## src/design/dra_pkg.sv

```systemverilog
// dra_pkg: shared types and constants for the detector response accumulator
// holds opcodes, register indexes, reset values, the controller state type and the
// command and status structs. No dependencies.
package dra_pkg;

  // stream payload widths
  localparam int IN_TDATA_W  = 40;
  localparam int OUT_TDATA_W = 56;

  // request opcodes carried in in_tuser
  localparam logic [1:0] OP_LOAD_PROFILE = 2'd0;
  localparam logic [1:0] OP_LOAD_WEIGHT  = 2'd1;
  localparam logic [1:0] OP_COMPUTE      = 2'd2;

  // configuration register indexes
  localparam int CFG_IDX_W  = 3;
  localparam int CFG_DATA_W = 32;
  localparam logic [CFG_IDX_W-1:0] CFG_BEAM_START      = 3'd0;
  localparam logic [CFG_IDX_W-1:0] CFG_BEAM_STEP       = 3'd1;
  localparam logic [CFG_IDX_W-1:0] CFG_BIN_OFFSET      = 3'd2;
  localparam logic [CFG_IDX_W-1:0] CFG_HALF_VOXEL      = 3'd3;
  localparam logic [CFG_IDX_W-1:0] CFG_PROFILE_SCALE   = 3'd4;
  localparam logic [CFG_IDX_W-1:0] CFG_BEAM_SAMPLES    = 3'd5;
  localparam logic [CFG_IDX_W-1:0] CFG_PROFILE_ENTRIES = 3'd6;

  // register reset values
  localparam logic [30:0] HALF_VOXEL_RST      = 31'd65536;
  localparam logic [8:0]  BEAM_SAMPLES_RST    = 9'd256;
  localparam logic [8:0]  PROFILE_ENTRIES_RST = 9'd256;

  // configuration register file contents
  typedef struct packed {
    logic signed [31:0] beam_start;
    logic [30:0]        beam_step;
    logic signed [31:0] bin_offset;
    logic [30:0]        half_voxel_width;
    logic [31:0]        profile_scale;
    logic [8:0]         beam_samples;
    logic [8:0]         profile_entries;
  } cfg_t;

  // controller states
  typedef enum logic [1:0] {
    ST_IDLE,
    ST_RUN,
    ST_DRAIN
  } ctrl_state_t;

  // controller to datapath commands
  typedef struct packed {
    logic load_profile;
    logic load_weight;
    logic start;
    logic issue;
    logic publish;
  } ctrl_cmd_t;

  // datapath to controller status
  typedef struct packed {
    logic nsamp_zero;
    logic last_issue;
    logic pipe_busy;
    logic out_free;
  } dp_status_t;

endpackage

```

## src/design/dra_ctrl.sv

```systemverilog
// dra_ctrl: request sequencer, accepts requests and steps the sample pipeline
// depends on dra_pkg (state type, command and status structs)
module dra_ctrl (
  input  logic                 clk,
  input  logic                 rst_n,
  input  logic                 in_tvalid,
  output logic                 in_tready,
  input  logic [1:0]           in_tuser,
  input  dra_pkg::dp_status_t  stat,
  output dra_pkg::ctrl_cmd_t   cmd
);

  dra_pkg::ctrl_state_t state_r, state_nxt;

  // state register
  always_ff @(posedge clk) begin
    if (!rst_n) begin
      state_r <= dra_pkg::ST_IDLE;
    end else begin
      state_r <= state_nxt;
    end
  end

  // next state and commands
  always_comb begin
    state_nxt = state_r;
    cmd       = '0;
    in_tready = 1'b0;
    unique case (state_r)
      dra_pkg::ST_IDLE: begin
        in_tready = 1'b1;
        if (in_tvalid) begin
          unique case (in_tuser)
            dra_pkg::OP_LOAD_PROFILE: cmd.load_profile = 1'b1;
            dra_pkg::OP_LOAD_WEIGHT:  cmd.load_weight  = 1'b1;
            dra_pkg::OP_COMPUTE: begin
              cmd.start = 1'b1;
              state_nxt = stat.nsamp_zero ? dra_pkg::ST_DRAIN : dra_pkg::ST_RUN;
            end
            default: ;
          endcase
        end
      end
      dra_pkg::ST_RUN: begin
        cmd.issue = 1'b1;
        if (stat.last_issue) begin
          state_nxt = dra_pkg::ST_DRAIN;
        end
      end
      dra_pkg::ST_DRAIN: begin
        if (!stat.pipe_busy && stat.out_free) begin
          cmd.publish = 1'b1;
          state_nxt   = dra_pkg::ST_IDLE;
        end
      end
      default: state_nxt = dra_pkg::ST_IDLE;
    endcase
  end

  // no request is taken while samples are still in flight
  a_no_accept_busy: assert property (@(posedge clk) disable iff (!rst_n)
    stat.pipe_busy |-> !in_tready)
    else $error("request accepted while sample pipeline busy");

  // the last sample is issued once
  a_last_issue_once: assert property (@(posedge clk) disable iff (!rst_n)
    (cmd.issue && stat.last_issue) |=> !cmd.issue)
    else $error("sample issued after the last one");

  // a result is published only into a free output register
  a_publish_free: assert property (@(posedge clk) disable iff (!rst_n)
    cmd.publish |-> stat.out_free)
    else $error("result published over a waiting one");

endmodule

```

## config.mk

```make
export PLATFORM = sky130hd
export DESIGN_NAME = dra_ctrl
export DESIGN_NICKNAME = d
export VERILOG_FILES = /design/src/design/dra_pkg.sv /design/src/design/dra_ctrl.sv
export SDC_FILE = /design/constraint.sdc
export NUM_CORES = 1
export LEC_CHECK = 0
export BUFFER_PORTS_ARGS = -buffer_cell sky130_fd_sc_hd__buf_4
export CORE_AREA = 5 5 42 44
export DETAILED_ROUTE_END_ITERATION = 7
export DIE_AREA = 0 0 47 49
export GPL_TIMING_DRIVEN = 0
export PLACE_DENSITY = 0.46
export SYNTH_ARGS = -nofsm -noshare
export SYNTH_HDL_FRONTEND = slang
export SYNTH_SLANG_ARGS = --single-unit
```

## constraint.sdc

```tcl
create_clock -name clk -period 2.2 [get_ports clk]
set_clock_uncertainty 0.2 [all_clocks]
set_input_delay 0.11 -clock clk [delete_from_list [all_inputs] [get_ports clk]]
set_output_delay 0.11 -clock clk [all_outputs]
set_load 0.005 [all_outputs]
```

### After elaboration in Yosys (flattened, before gate mapping)

Cells that the tools add are included.

* register bits after elaboration: 2
* bits of input ports: 9
* output and inout port bits: 6
* logic and storage cells: 29

* equal/unequal tests: 8
* multiplexer cells: 15
* reductions and logical operators: 5

Operator list (number)
* 2-bit 2-to-1 mux: 5
* 1-bit 2-to-1 mux: 7
* 3-bit 2-to-1 mux: 2
* 2-bit != test (second input constant): 3
* 2-bit case mux with 3 select lines: 1
* 2-bit by 1-bit equality test with 1-bit output (second input constant): 2
* 2-bit equality test (second input constant): 2
* 2-bit zero test: 2
* 4-bit AND reduction: 1
* 2-bit by 1-bit != test with 1-bit output (second input constant): 1
* 1-bit logical AND: 1
* 1-bit zero test: 1

### Logic depth before layout (Yosys ltp)

* word-level depth: 4
* gate-level depth with buffers: 3
* depth with buffers taken out: 3

### Least setup slack after synthesis

OpenSTA, ideal clock, no wires.

* path kind: register -> register
* start point: register state_r[0]
* end point: register state_r[1]
* library setup time: 0.115 ns
* arrival time: 0.853 ns
* data required time: 1.885 ns
* setup slack: 1.033 ns
* cell stages (with the launch flop): 4
* path buffers: 0
* period minus slack after synthesis: 1.167 ns
* cells stage by stage: dfxtp_1 nor2b_4 a22o_1 o21a_1

* word-level cells in the longest chain between the ends: 3
* elaborated cells on any way between the ends: 9
* classes of those cells: 6 x eq/ne; 1 x mux; 2 x reduce/logical

RTL lines
* start: declaration: RTL line dra_ctrl.sv:13 `dra_pkg::ctrl_state_t state_r, state_nxt;`
* start signal: assignment: RTL line dra_ctrl.sv:18 `state_r <= dra_pkg::ST_IDLE;`
* start signal: assignment: RTL line dra_ctrl.sv:20 `state_r <= state_nxt;`
* 2-bit equality test (tied with other cells): RTL line dra_ctrl.sv:29 `unique case (state_r)`
* 2-bit != test (no source line) or 2-bit by 1-bit != test with 1-bit output (tied branches)
* 4-bit AND reduction (no source line)

Parallel ways exist; a longest one is shown, timed or not.
A chain may end at the register's enable or synchronous reset.

==> impl_metrics.ini <==
[detailed_routing]
avgViaCountPerCell = 3.86
first_pass_iters = 2
final_antenna_net_count = 0
vias = 197
wl_per_cell_um = 10.4
drt_wl_total_um = 530
drt_first_iter_violations = 3
drcViolationCount = 0

[sta]
slew_headroom_pct = 82.1
finalSetupViolCount = 0
drv_slew = 0
rsz0062_at_grt = false
worstMarginPinSlew_ns = 0.264
tns_ns = 0
setup_ws_ns = 0.778
finalCritPeriodShare_pct = 64.6
hold_viol = 0
period_needed_ns = 1.42
hold_slack_ns = 0.0567
max_freq_mhz = 703

[worst_setup_path]
worstPathArrival_ns = 1.11
startpoint_type = flip-flop
slowest_stage = dfxtp_1
cp_num_buf_inv = 1
cp-endpoint = cmd[4]
r2r_slack_ns = 0.97
endpoint_kind = primary output
path_cells = nor2_1 > and4bb_2 > buf_4
r2r_end = state_r[1]
crit_family = flip-flops
r2r_start = state_r[0]
critical_path.startpoint = state_r[1]
critical_path_class = flip-flop to primary output
path_max_fanout = 6
reg2regPathDepth = 3
cp.depth = 3
max_stage_delay_ns = 0.42
required_ns = 1.89

[synthesis]
syn_nets = 26
synth_top_area_share_pct = 23.2
ys_dominant_reg_cell = dfxtp_1
netlist_instances = 17
syn_area_um2 = 173
synth.top_cells.by_count = dfxtp_1, nand2b_1, nor2b_1
synth_area_leaders = dfxtp_1, nand3b_4, nor2b_4
synth-seq-cells = 2
synth_edf_count = 0
yosysUniqueCellTypes = 14
yosysWarnings = 0
async_flop_share_pct = 0
yosysTopAreaCell = dfxtp_1
avgSynthCellArea_um2 = 10.2
seq_area_frac_synth_pct = 23.2

[global_routing]
grt_pass1_vias = 202
grt_pass1_wl_um = 821
grt_usage_pct = 4.99
antenna_found_initial = 0
grt-ovfl-total = 0
grt_start_max_net_pins = 8

[power_and_ir_drop]
ir_worst_vdd_uv = 268
pwr_density_cell_mw_per_mm2 = 464
power_frac_clock_pct = 52.2
p_seq_share_pct = 26.0
finalPower_uw = 153
internal-power_uw = 121
combPwrFrac_pct = 21.8
p_leak_nw = 0.160
p_sw_share_pct = 21.4
power_switching_uw = 32.8

[final_layout]
largest_register = state_r
syn2layout_area_growth_pct = 91.3
stdcell_area_um2 = 330
drive_gt1_share_pct = 60.0
post-route-util_pct = 23.6
reg_top3 = state_r (2)
nets = 46
largest_register_ffs = 2
antenna_cells = 0
instances_no_fill = 51

[flow_run]
cap_violations = 0

[placed_design]
dp_slack_ns = 0.975
dp_cells = 47
port-buffer-count = 14
place.gp.congestion = 0.635
dp_hpwl_um = 439
placed_area_um2 = 298

[hold_path]
hp-class = input pin to flip-flop
hp-start = stat[2]
holdPathStages = 3

[clocking]
cts_buffers = 3
htree_levels = 1
clkSinkCount = 2
root_buffer = clkbuf_4
clockBufferDepth = 2
post_cts_buffers = 0
cts_tree = yes
clk_pin_slew_ns = 0.03
insertion_delay_ns = 0.22
ctsResizeCount = 0

[die]
core_mm2 = 0.00140
rows = 14
die_w_um = 47
pin_count = 15
start_util_pct = 12.3
die_y_um = 49
dieArea_mm2 = 0.00230

[status]
status = complete, no violations
[logic make-up (layout without fill, tap and decap cells)]
family                 count (synthesis)  count (layout)  synth area share [%]
AOI/OAI and AO/OA                      3               3                  13.8
DFF                                    2               2                  23.2
buffers and inverters                  0              18                     0
and+or+nand+nor                       12              12                  63.0
[power by group through the flow]
stage	logic, mW	registers [mW]	clock network [mW]
6_report	0.0335	0.0398	0.0800
2_1_floorplan	0.0114	0.0399	0
3_3_place_gp	0.0327	0.0403	0
4_1_cts	0.0340	0.0399	0.0842
5_1_grt	0.0363	0.0400	0.0912
3_5_place_dp	0.0324	0.0404	0
[routing by layer]
| metal | share of wire, % | track usage, % | vias up |
|---|---|---|---|
| met5 | 0 | 0 | - |
| met4 | 0 | 0 | 0 |
| met3 | 14 | 4.80 | 0 |
| met2 | 28 | 4.98 | 15 |
| met1 | 58 | 7.88 | 80 |
| li1 | - | - | 102 |
[worst min-delay path, delay by kind of cell]
kind | cells | cell delay [ns]
compound gates | 2 | 0.25
buf+inv | 1 | 0.08
[worst min path at each step]
stage	endpoint	slack, ns
after CTS	state_r[1]	0.06
after global placement	state_r[1]	0.13
after detailed placement	state_r[1]	0.14
after global routing	state_r[1]	0.06
final	state_r[1]	0.06
after floorplan	state_r[1]	0.03
[timing repair]
action	4_1_cts	5_1_grt
endpoints found under the hold margin	2	0
setup endpoints to repair	0	0
hold buffers	1	0
[cells in the final DEF (no fill, tap or decap), types with 2 or more instances in the layout]
| master | count |
|---|---|
| nor2b_1 | 2 |
| dfxtp_1 | 2 |
| buf_4 | 14 |
| nand2b_1 | 2 |
| clkbuf_4 | 3 |
[cell type report]
type	instances	area, um2
fillers	157	1070
multi-input cells	15	133
repair buffers	15	115
flip-flops and latches	2	40.0
clock buffers	3	22.5
well taps	16	20.0
Power figures use the tool's default switching activity.
