`src/design/dra_pkg.sv`:
```
// dra_pkg: shared types and constants for the detector response accumulator
// holds opcodes, register indexes, reset values, the controller state type and the
// command and status structs. No dependencies.
package dra_pkg;

  // stream payload widths
  localparam int IN_TDATA_W  = 40;
  localparam int OUT_TDATA_W = 56;

  // request opcodes carried in in_tuser
  localparam logic [1:0] OP_LOAD_PROFILE = 2'd0;
  localparam logic [1:0] OP_LOAD_WEIGHT  = 2'd1;
  localparam logic [1:0] OP_COMPUTE      = 2'd2;

  // configuration register indexes
  localparam int CFG_IDX_W  = 3;
  localparam int CFG_DATA_W = 32;
  localparam logic [CFG_IDX_W-1:0] CFG_BEAM_START      = 3'd0;
  localparam logic [CFG_IDX_W-1:0] CFG_BEAM_STEP       = 3'd1;
  localparam logic [CFG_IDX_W-1:0] CFG_BIN_OFFSET      = 3'd2;
  localparam logic [CFG_IDX_W-1:0] CFG_HALF_VOXEL      = 3'd3;
  localparam logic [CFG_IDX_W-1:0] CFG_PROFILE_SCALE   = 3'd4;
  localparam logic [CFG_IDX_W-1:0] CFG_BEAM_SAMPLES    = 3'd5;
  localparam logic [CFG_IDX_W-1:0] CFG_PROFILE_ENTRIES = 3'd6;

  // register reset values
  localparam logic [30:0] HALF_VOXEL_RST      = 31'd65536;
  localparam logic [8:0]  BEAM_SAMPLES_RST    = 9'd256;
  localparam logic [8:0]  PROFILE_ENTRIES_RST = 9'd256;

  // configuration register file contents
  typedef struct packed {
    logic signed [31:0] beam_start;
    logic [30:0]        beam_step;
    logic signed [31:0] bin_offset;
    logic [30:0]        half_voxel_width;
    logic [31:0]        profile_scale;
    logic [8:0]         beam_samples;
    logic [8:0]         profile_entries;
  } cfg_t;

  // controller states
  typedef enum logic [1:0] {
    ST_IDLE,
    ST_RUN,
    ST_DRAIN
  } ctrl_state_t;

  // controller to datapath commands
  typedef struct packed {
    logic load_profile;
    logic load_weight;
    logic start;
    logic issue;
    logic publish;
  } ctrl_cmd_t;

  // datapath to controller status
  typedef struct packed {
    logic nsamp_zero;
    logic last_issue;
    logic pipe_busy;
    logic out_free;
  } dp_status_t;

endpackage

```
`src/design/dra_cfg.sv`:
```
// dra_cfg: configuration register file written through the plain write port
// depends on dra_pkg
module dra_cfg (
  input  logic                           clk,
  input  logic                           rst_n,
  input  logic                           cfg_we,
  input  logic [dra_pkg::CFG_IDX_W-1:0]  cfg_index,
  input  logic [dra_pkg::CFG_DATA_W-1:0] cfg_wdata,
  output dra_pkg::cfg_t                  cfg
);

  dra_pkg::cfg_t cfg_r;

  // register writes, unknown indexes are dropped
  always_ff @(posedge clk) begin
    if (!rst_n) begin
      cfg_r.beam_start       <= '0;
      cfg_r.beam_step        <= '0;
      cfg_r.bin_offset       <= '0;
      cfg_r.half_voxel_width <= dra_pkg::HALF_VOXEL_RST;
      cfg_r.profile_scale    <= '0;
      cfg_r.beam_samples     <= dra_pkg::BEAM_SAMPLES_RST;
      cfg_r.profile_entries  <= dra_pkg::PROFILE_ENTRIES_RST;
    end else if (cfg_we) begin
      unique case (cfg_index)
        dra_pkg::CFG_BEAM_START:      cfg_r.beam_start       <= cfg_wdata;
        dra_pkg::CFG_BEAM_STEP:       cfg_r.beam_step        <= cfg_wdata[30:0];
        dra_pkg::CFG_BIN_OFFSET:      cfg_r.bin_offset       <= cfg_wdata;
        dra_pkg::CFG_HALF_VOXEL:      cfg_r.half_voxel_width <= cfg_wdata[30:0];
        dra_pkg::CFG_PROFILE_SCALE:   cfg_r.profile_scale    <= cfg_wdata;
        dra_pkg::CFG_BEAM_SAMPLES:    cfg_r.beam_samples     <= cfg_wdata[8:0];
        dra_pkg::CFG_PROFILE_ENTRIES: cfg_r.profile_entries  <= cfg_wdata[8:0];
        default: ;
      endcase
    end
  end

  assign cfg = cfg_r;

endmodule

```
`config.mk`:
```
export PLATFORM = sky130hd
export DESIGN_NAME = dra_cfg
export DESIGN_NICKNAME = d
export VERILOG_FILES = /design/src/design/dra_pkg.sv /design/src/design/dra_cfg.sv
export SDC_FILE = /design/constraint.sdc
export NUM_CORES = 1
export LEC_CHECK = 0
export BUFFER_PORTS_ARGS = -buffer_cell sky130_fd_sc_hd__clkbuf_2
export CAP_MARGIN = 40
export CELL_PAD_IN_SITES_DETAIL_PLACEMENT = 0
export CELL_PAD_IN_SITES_GLOBAL_PLACEMENT = 2
export CORE_MARGIN = 1.5
export CORE_UTILIZATION = 33
export DETAILED_ROUTE_END_ITERATION = 10
export PLACE_DENSITY_LB_ADDON = 0.1
export SYNTH_ARGS = -nofsm -noshare
export SYNTH_HDL_FRONTEND = slang
export SYNTH_SLANG_ARGS = --single-unit
export TNS_END_PERCENT = 30
```
`constraint.sdc`:
```
create_clock -name clk -period 1.6 [get_ports clk]
set_input_delay 0.08 -clock clk [delete_from_list [all_inputs] [get_ports clk]]
set_output_delay 0.08 -clock clk [all_outputs]
set_load 0.02 [all_outputs]
```
## Yosys cells after proc, flatten, opt, wreduce, memory -nomap -nowiden

Index checks and enable logic that the tools add are counted.

- Bits in registers: 176
- Latch bits: 0
- Bits in writable memories: 0
- Bits in read-only memories: 0
- Bits of input ports: 38
- Logic and storage cells: 21
- Memories kept: 0

- Add/subtract/negate cells: 0
- $mul: 0
- Div/mod/pow operators: 0
- Magnitude comparators: 0
- Equal/unequal tests: 6
- Shift-type cells: 0
- Mux-type cells: 0
- Bitwise operators: 0
- Reduce and logical (&&, ||, !) cells: 8

Operators with widths:

| kind | number |
|---|---|
| AND reduction 2 bit | 7 |
| == test 3 bit, second input constant | 3 |
| == test 3 x 2 -> 1 bit, second input constant | 2 |
| == test 3 x 1 -> 1 bit, second input constant | 1 |
| logical NOT 3 bit | 1 |

## Longest topological paths before layout

Gate-level depths: netlist (run 1).

- Word-level depth: 2
- Mapped depth: 4
- Gate-level depth less buffers: 2

## Worst setup path before layout (run 1)

No wires, ideal clock.

- Path kind: in2reg
- From: in cfg_index[0] (netlist name)
- To: reg cfg_r (netlist bit cfg[144])
- Arrival time: 0.897 ns
- Slack: 0.631 ns
- Stages on the path: 3
- Buffers on the path: 1
- Cells stage by stage: nor4b_4 > buf_6 > mux2i_1

- Cells in the longest elaborated chain, start to end: 2

Ends and longest elaborated chain:

| element | line | source |
|---|---|---|
| from (decl) | dra_cfg.sv:7 | `input logic [dra_pkg::CFG_IDX_W-1:0] cfg_index,` |
| logical NOT 3 bit | dra_cfg.sv:25 | `unique case (cfg_index)` |
| AND reduction 2 bit (no source line) | n/a |  |
| to (decl) | dra_cfg.sv:12 | `dra_pkg::cfg_t cfg_r;` |

No other way between the ends.
A chain may end at the register's enable or synchronous reset.

## Final worst setup path (run 1)

- From: reg cfg_r (netlist bit cfg[31])
- To: out cfg[31] (netlist name)

RTL lines:

| element | line | source |
|---|---|---|
| to (decl) | dra_cfg.sv:9 | `output dra_pkg::cfg_t cfg` |

No word-level cell between the ends.

==> results.cfg, run 1 <==
[pwr]
peakVddDrop_uv = 708
power.density_nw_per_um2 = 1110
p_leak_nw = 4.30

[drt]
drt_wl_total_microns = 18400
drc_errors = 0
drt_iter0_drc = 192
dr.pass1.iters = 4
avgViaCountPerCell = 4.54
vias = 4985
ant_nets = 0
wl_per_cell_microns = 16.7

[worst_setup_path]
critPathMaxStageDelay_ns = 0.37
path_cells = clkbuf_2
crit_buf_inv = 1
path_max_fanout = 2
crit_arrival_ns = 0.98
rr_worst_depth = 2
crit_type = flip-flop to output pin
worstSetupEndpointType = output pin
critical-path-slowest-cell = dfxtp_1
worstSetupStartpointType = flip-flop
required_ns = 1.52
cp.depth = 1
cpLargestDelayFamily = flip-flops

[min_path]
whs_path_depth = 3
min_path_type = primary input to flip-flop

[timing]
slew_headroom_pct = 70.2
setup_viol = 0
period_minus_slack_ns = 1.06
finalSetupTns_ns = 0
final_hold_viol_count = 0
worst_slew_pin_slew_ns = 0.446
final.setup_skew_ns = 0
finalMaxSlewViolations = 0
rsz0062_at_grt = no
max_freq_ghz = 0.941
period_share_pct = 66.4

[clock_network]
clk-insertion-delay-late_ns = 0.42
clock-sinks = 176
cts-root-buf = clkbuf_16
clk_pin_slew_worst_paths_ns = 0.06
htreeDepth = 4
clockBufferDepth = 2
cts_buffers = 17
cts_setup_buffers = 0
cts_tree = yes

[die]
rows = 50
ios = 214
coreArea_sq_um = 18900
start_util_pct = 34.0
die_area_sq_um = 20300
die_h_microns = 143
die_w_microns = 143

[placement]
gp_congestion = 0.762
io_buffers = 213
place_area_sq_um = 7880
dpl.hpwl_microns = 12800

[grt]
grt_pass1_vias = 5062
gr-total-overflow = 0
grt_max_degree = 52
grt_first_pass_wirelength_microns = 28300
antenna_found_initial = 0
grtUsageTotal_pct = 18.4

[cells_and_area]
layout-drive-gt1-share_pct = 32.0
final_common_cell = clkbuf_2
syn_to_final_growth_pct = 32.5
finalNetCount = 864
mostFrequentLayoutCells = clkbuf_2, nand2_1, mux2i_1, dfxtp_1, clkbuf_16
diodes = 0
largest_register_ffs = 176
fin_area_sq_um = 8510

[synth]
ys_types = 12
yosysSeqAreaShare_pct = 54.9
netlist_area_sq_um = 6420
ys_ff_latch = 176
synthesis.nets = 650
synth_cells = 612
synth_area_per_cell_sq_um = 10.5
yosys_warnings = 0

[job]
cap_violations = 0

[run_status]
outcome = finished clean
-- power breakdown --
part	internal, mW	switching, mW	total, mW
Combinational	0.262	0.462	0.724
Clock	2.46	1.75	4.20
Sequential	4.48	0.0530	4.53
-- repair_timing --
item,CTS,global route
hold endpoints to repair,8,0
hold buffers,4,0
gates resized for setup,0,0
-- through the flow --
stage | util [%] | total power [mW] | instances | hold slack, ns | worst slack, ns
6_report | 45.1 | 9.46 | 1098 | 0.00807 | 0.537
5_1_grt | 45.1 | 9.84 | 1098 | 0.0194 | 0.497
3_5_place_dp | 41.7 | 5.36 | 1063 | 0.356 | 0.262
2_1_floorplan | - | 5.04 | 612 | 0.240 | 0.631
4_1_cts | 45.1 | 9.59 | 1098 | 0.0114 | 0.523
3_3_place_gp | 41.7 | 5.35 | 1063 | 0.355 | 0.328
-- layer usage --
layer,wire length (microns),part of all wire (%),GRT usage [%]
met5,0,0,0
met2,8490,46,29.3
met1,8350,45,23.3
met3,1250,6.8,6.26
met4,272,1.5,6.08
-- cells by family (layout without fill, tap and decap cells) --
logic type / Yosys count / after routing / share of synthesized area, %
AND/OR/NAND/NOR: 217 / 217 / 13.8
multiplexers: 176 / 176 / 27.4
flip-flops: 176 / 176 / 54.9
buffers and inverters: 43 / 269 / 3.93
-- synthesized netlist by cell type --
library cell	number	share of area, %
clkbuf_1	18	1.1
nand2_1	205	12
dfxtp_1	176	55
buf_2	10	0.78
nand4b_1	3	0.41
nor4b_4	1	0.37
mux2i_1	176	27
and4bb_1	1	0.19
nor2b_1	5	0.49
nand4bb_1	2	0.35
buf_6	6	1.1
buf_4	9	1.1
-- final cells by class --
type	count	area, sq um
repair buffers	238	1400
well taps	260	325
flip-flops and latches	176	3520
fillers	1892	10400
clock buffers	18	429
multi-input cells	393	2680
clock inverters	13	160
-- final timing paths --
kind	from	endpoint	slack [ns]
min	cfg_wdata[30]	cfg[80]	0.008
max reg2reg	cfg[37]	cfg[37]	0.96
min reg2reg	cfg[167]	cfg[167]	0.46
max	cfg[31]	cfg[31]	0.54
(Power assumes the default switching activity.)
==> inputs of run 2 (changes only) <==
--- a/config.mk
+++ b/config.mk
@@ -5,12 +5,13 @@
 export SDC_FILE = /design/constraint.sdc
 export NUM_CORES = 1
 export LEC_CHECK = 0
+export ABC_AREA = 1
 export BUFFER_PORTS_ARGS = -buffer_cell sky130_fd_sc_hd__clkbuf_2
 export CAP_MARGIN = 40
 export CELL_PAD_IN_SITES_DETAIL_PLACEMENT = 0
 export CELL_PAD_IN_SITES_GLOBAL_PLACEMENT = 2
 export CORE_MARGIN = 1.5
-export CORE_UTILIZATION = 33
+export CORE_UTILIZATION = 24
 export DETAILED_ROUTE_END_ITERATION = 10
 export PLACE_DENSITY_LB_ADDON = 0.1
 export SYNTH_ARGS = -nofsm -noshare
==> constraint.sdc (replaced) <==
create_clock -name clk -period 0.9 [get_ports clk]
set_input_delay 0.045 -clock clk [delete_from_list [all_inputs] [get_ports clk]]
set_output_delay 0.045 -clock clk [all_outputs]
set_load 0.02 [all_outputs]
==> run 2 against run 1 <==
  * The flow now finishes with violations (setup timing)
  * Synthesized area rose by 7.9%
  * Die area rose by 47%
  * Global-route usage fell by 0.82 points
  * Wire length rose by 42%
  * Total power rose by 96%
  * Largest cell class unchanged
  * Largest power group unchanged
==> results.cfg, run 2 <==
[min_path]
min_from = cfg_wdata[14]
hold_end = cfg[32]
min_path_type = primary input to flip-flop
whs_path_depth = 5

[placement]
dpl.hpwl_microns = 17600
gp_congestion = 0.734
io_buffers = 213
dpl_worst_slack_ns = -0.167
place_area_sq_um = 8890

[timing]
finalWorstSetupSlack_ns = -0.0618
hold_ws_ns = 0.0368
slew_headroom_pct = 74.4
period_minus_slack_ns = 0.962
finalMaxSlewViolations = 0
period_share_pct = 107
rsz0062_at_grt = yes
setup_viol = 176
final.setup_skew_ns = 0
worst_slew_pin_slew_ns = 0.384
max_freq_ghz = 1.04
final_hold_viol_count = 0

[clock_network]
clock-sinks = 176
cts_tree = yes
cts_buffers = 17
clk_pin_slew_worst_paths_ns = 0.07
cts-root-buf = clkbuf_16
htreeDepth = 4
clk-insertion-delay-late_ns = 0.43
clockBufferDepth = 2

[synth]
synthAdderAreaFrac_pct = 0
ys_top_cells_by_count = nor2_1, nand2_1, dfxtp_1, nand3_1, buf_2
synth_edf_count = 0
synth_area_per_cell_sq_um = 6.92
yosysSeqAreaShare_pct = 50.8
synth_cells = 1002
synth_area_leaders = dfxtp_1, nor2_1, nand3_1
synth-async-reset-ratio_pct = 0
muxShareOfSynthArea_pct = 0
synth_top_area_cell = dfxtp_1
synth_flop_cell = dfxtp_1
synthesis.nets = 1040
ys_types = 12
synth_compound_area_share_pct = 0.217
netlist_area_sq_um = 6930
yosys_warnings = 0
synth_most_common_cell = nor2_1
synth_xor_area_share_pct = 0
synth_top_area_share_pct = 50.8
yosys.area_share.simple_pct = 42.1
synth_top_family_by_area = simple AND/OR/NAND/NOR gates
ys_ff_latch = 176

[cells_and_area]
final_common_cell = nor2_1
layout-drive-gt1-share_pct = 39.2
fin_util_pct = 40.4
largest_register_ffs = 176
syn_to_final_growth_pct = 66.3
mostFrequentLayoutCells = nor2_1, nand2_1, buf_8
finalNetCount = 1255
fin_area_sq_um = 11500

[drt]
drt_iter0_drc = 333
drt_wl_total_microns = 26200
dr.pass1.iters = 4
vias = 6872
wl_per_cell_microns = 16.2
avgViaCountPerCell = 4.26
ant_nets = 0
drc_errors = 0

[worst_setup_path]
crit_type = flip-flop to output pin
critPathMaxStageDelay_ns = 0.36
crit_arrival_ns = 0.92
path_cells = buf_8
path_max_fanout = 2
rrSetupSlack_ns = 0.20
regToRegEndpoint = cfg[131]
worstSetupStartpointType = flip-flop
rr_worst_depth = 3
r2r_start = cfg[131]
worstSetupEndpointType = output pin
crit_buf_inv = 1
cpLargestDelayFamily = flip-flops
critical-path-slowest-cell = dfxtp_4
required_ns = 0.85

[grt]
use_met1_pct = 23.6
grt_first_pass_wirelength_microns = 40600
grt_pass1_vias = 6796
antenna_found_initial = 0
grt_util_met2_pct = 27.9
gr-total-overflow = 0
top_usage_layer = met2
grtUsageTotal_pct = 17.6
use_met3_pct = 4.55
grt_max_degree = 56

[pwr]
peakVddDrop_uv = 1060
p_leak_nw = 4.98
power.density_nw_per_um2 = 1600

[job]
cap_violations = 0

[die]
coreArea_sq_um = 28500
start_util_pct = 24.3
ios = 214
die_w_microns = 173
rows = 62
die_h_microns = 173
die_area_sq_um = 29900

[run_status]
outcome = finished with violations
violations = setup timing
-- run 2: changes by cell type in the layout (fill, tap and decap cells not counted), sizes merged, moves of 5 or more --
cell    before  now
nor2b        5    0
inv          4   43
buf         22  226
mux2i      176    0
clkbuf     230   55
nand2      205  182
nor2         0  357
nand3        0  176
-- run 2: worst max path at each step --
stage,start,to,slack (ns),cells after the start
5_1_grt,cfg[77],cfg[77],-0.11,1
2_1_floorplan,cfg_index[0],cfg[49],0.02,5
3_5_place_dp,cfg_index[2],cfg[167],-0.17,8
4_1_cts,cfg[38],cfg[38],-0.11,1
3_3_place_gp,cfg_index[0],cfg[72],-0.18,7
6_report,cfg[118],cfg[118],-0.06,1
-- run 2: cell families (layout without fill, tap and decap cells) --
logic type | Yosys count | in the layout
flops | 176 | 176
buf+inv | 108 | 335
other cells | 0 | 1
compound gates | 3 | 3
simple gates | 715 | 715
-- run 2: layout make-up --
cell class                      count  area, sq um
Multi-Input combinational cell    718         2990
Clock inverter                     12          125
Sequential cell                   176         3780
Tap cell                          384          480
Fill cell                        2977        17000
Antenna cell                        1         2.50
Timing Repair Buffer              266         3570
Inverter                           38          143
Clock buffer                       19          433
-- run 2: worst register-to-register path, delay by kind of cell, from the launching register on --
kind                   cells  cell delay (ns)
AND/OR/NAND/NOR            2             0.14
buffers and inverters      1             0.13
flip-flops                 1             0.34
-- run 2: metal layers --
| metal | routed length, microns | vias to the layer above |
|---|---|---|
| met5 | 0 | - |
| met4 | 330 | 0 |
| met3 | 1330 | 19 |
| met2 | 12000 | 158 |
| met1 | 12500 | 3152 |
| li1 | - | 3543 |
-- run 2: repair_timing --
action                                  CTS  global route
endpoints found under the hold margin    13             0
resized for setup                       526           193
setup buffers                             0             2
hold buffers                              4             0
endpoints found under the setup margin  176           208
pin swaps                                 0             0
-- run 2: where the power goes --
group          switching [mW]  internal [mW]
Clock                    3.43           3.87
Combinational            1.54           1.32
Sequential              0.268           8.08
Total                    5.23           13.3
-- run 2: per-stage QoR --
stage               std cells  power, mW  setup TNS, ns
floorplan                1002       9.72              0
global placement         1576       10.8         -20.58
detailed placement       1576       10.8         -21.23
CTS                      1611       18.7         -14.23
global route             1613       19.4         -14.19
finish                   1614       18.5          -6.20
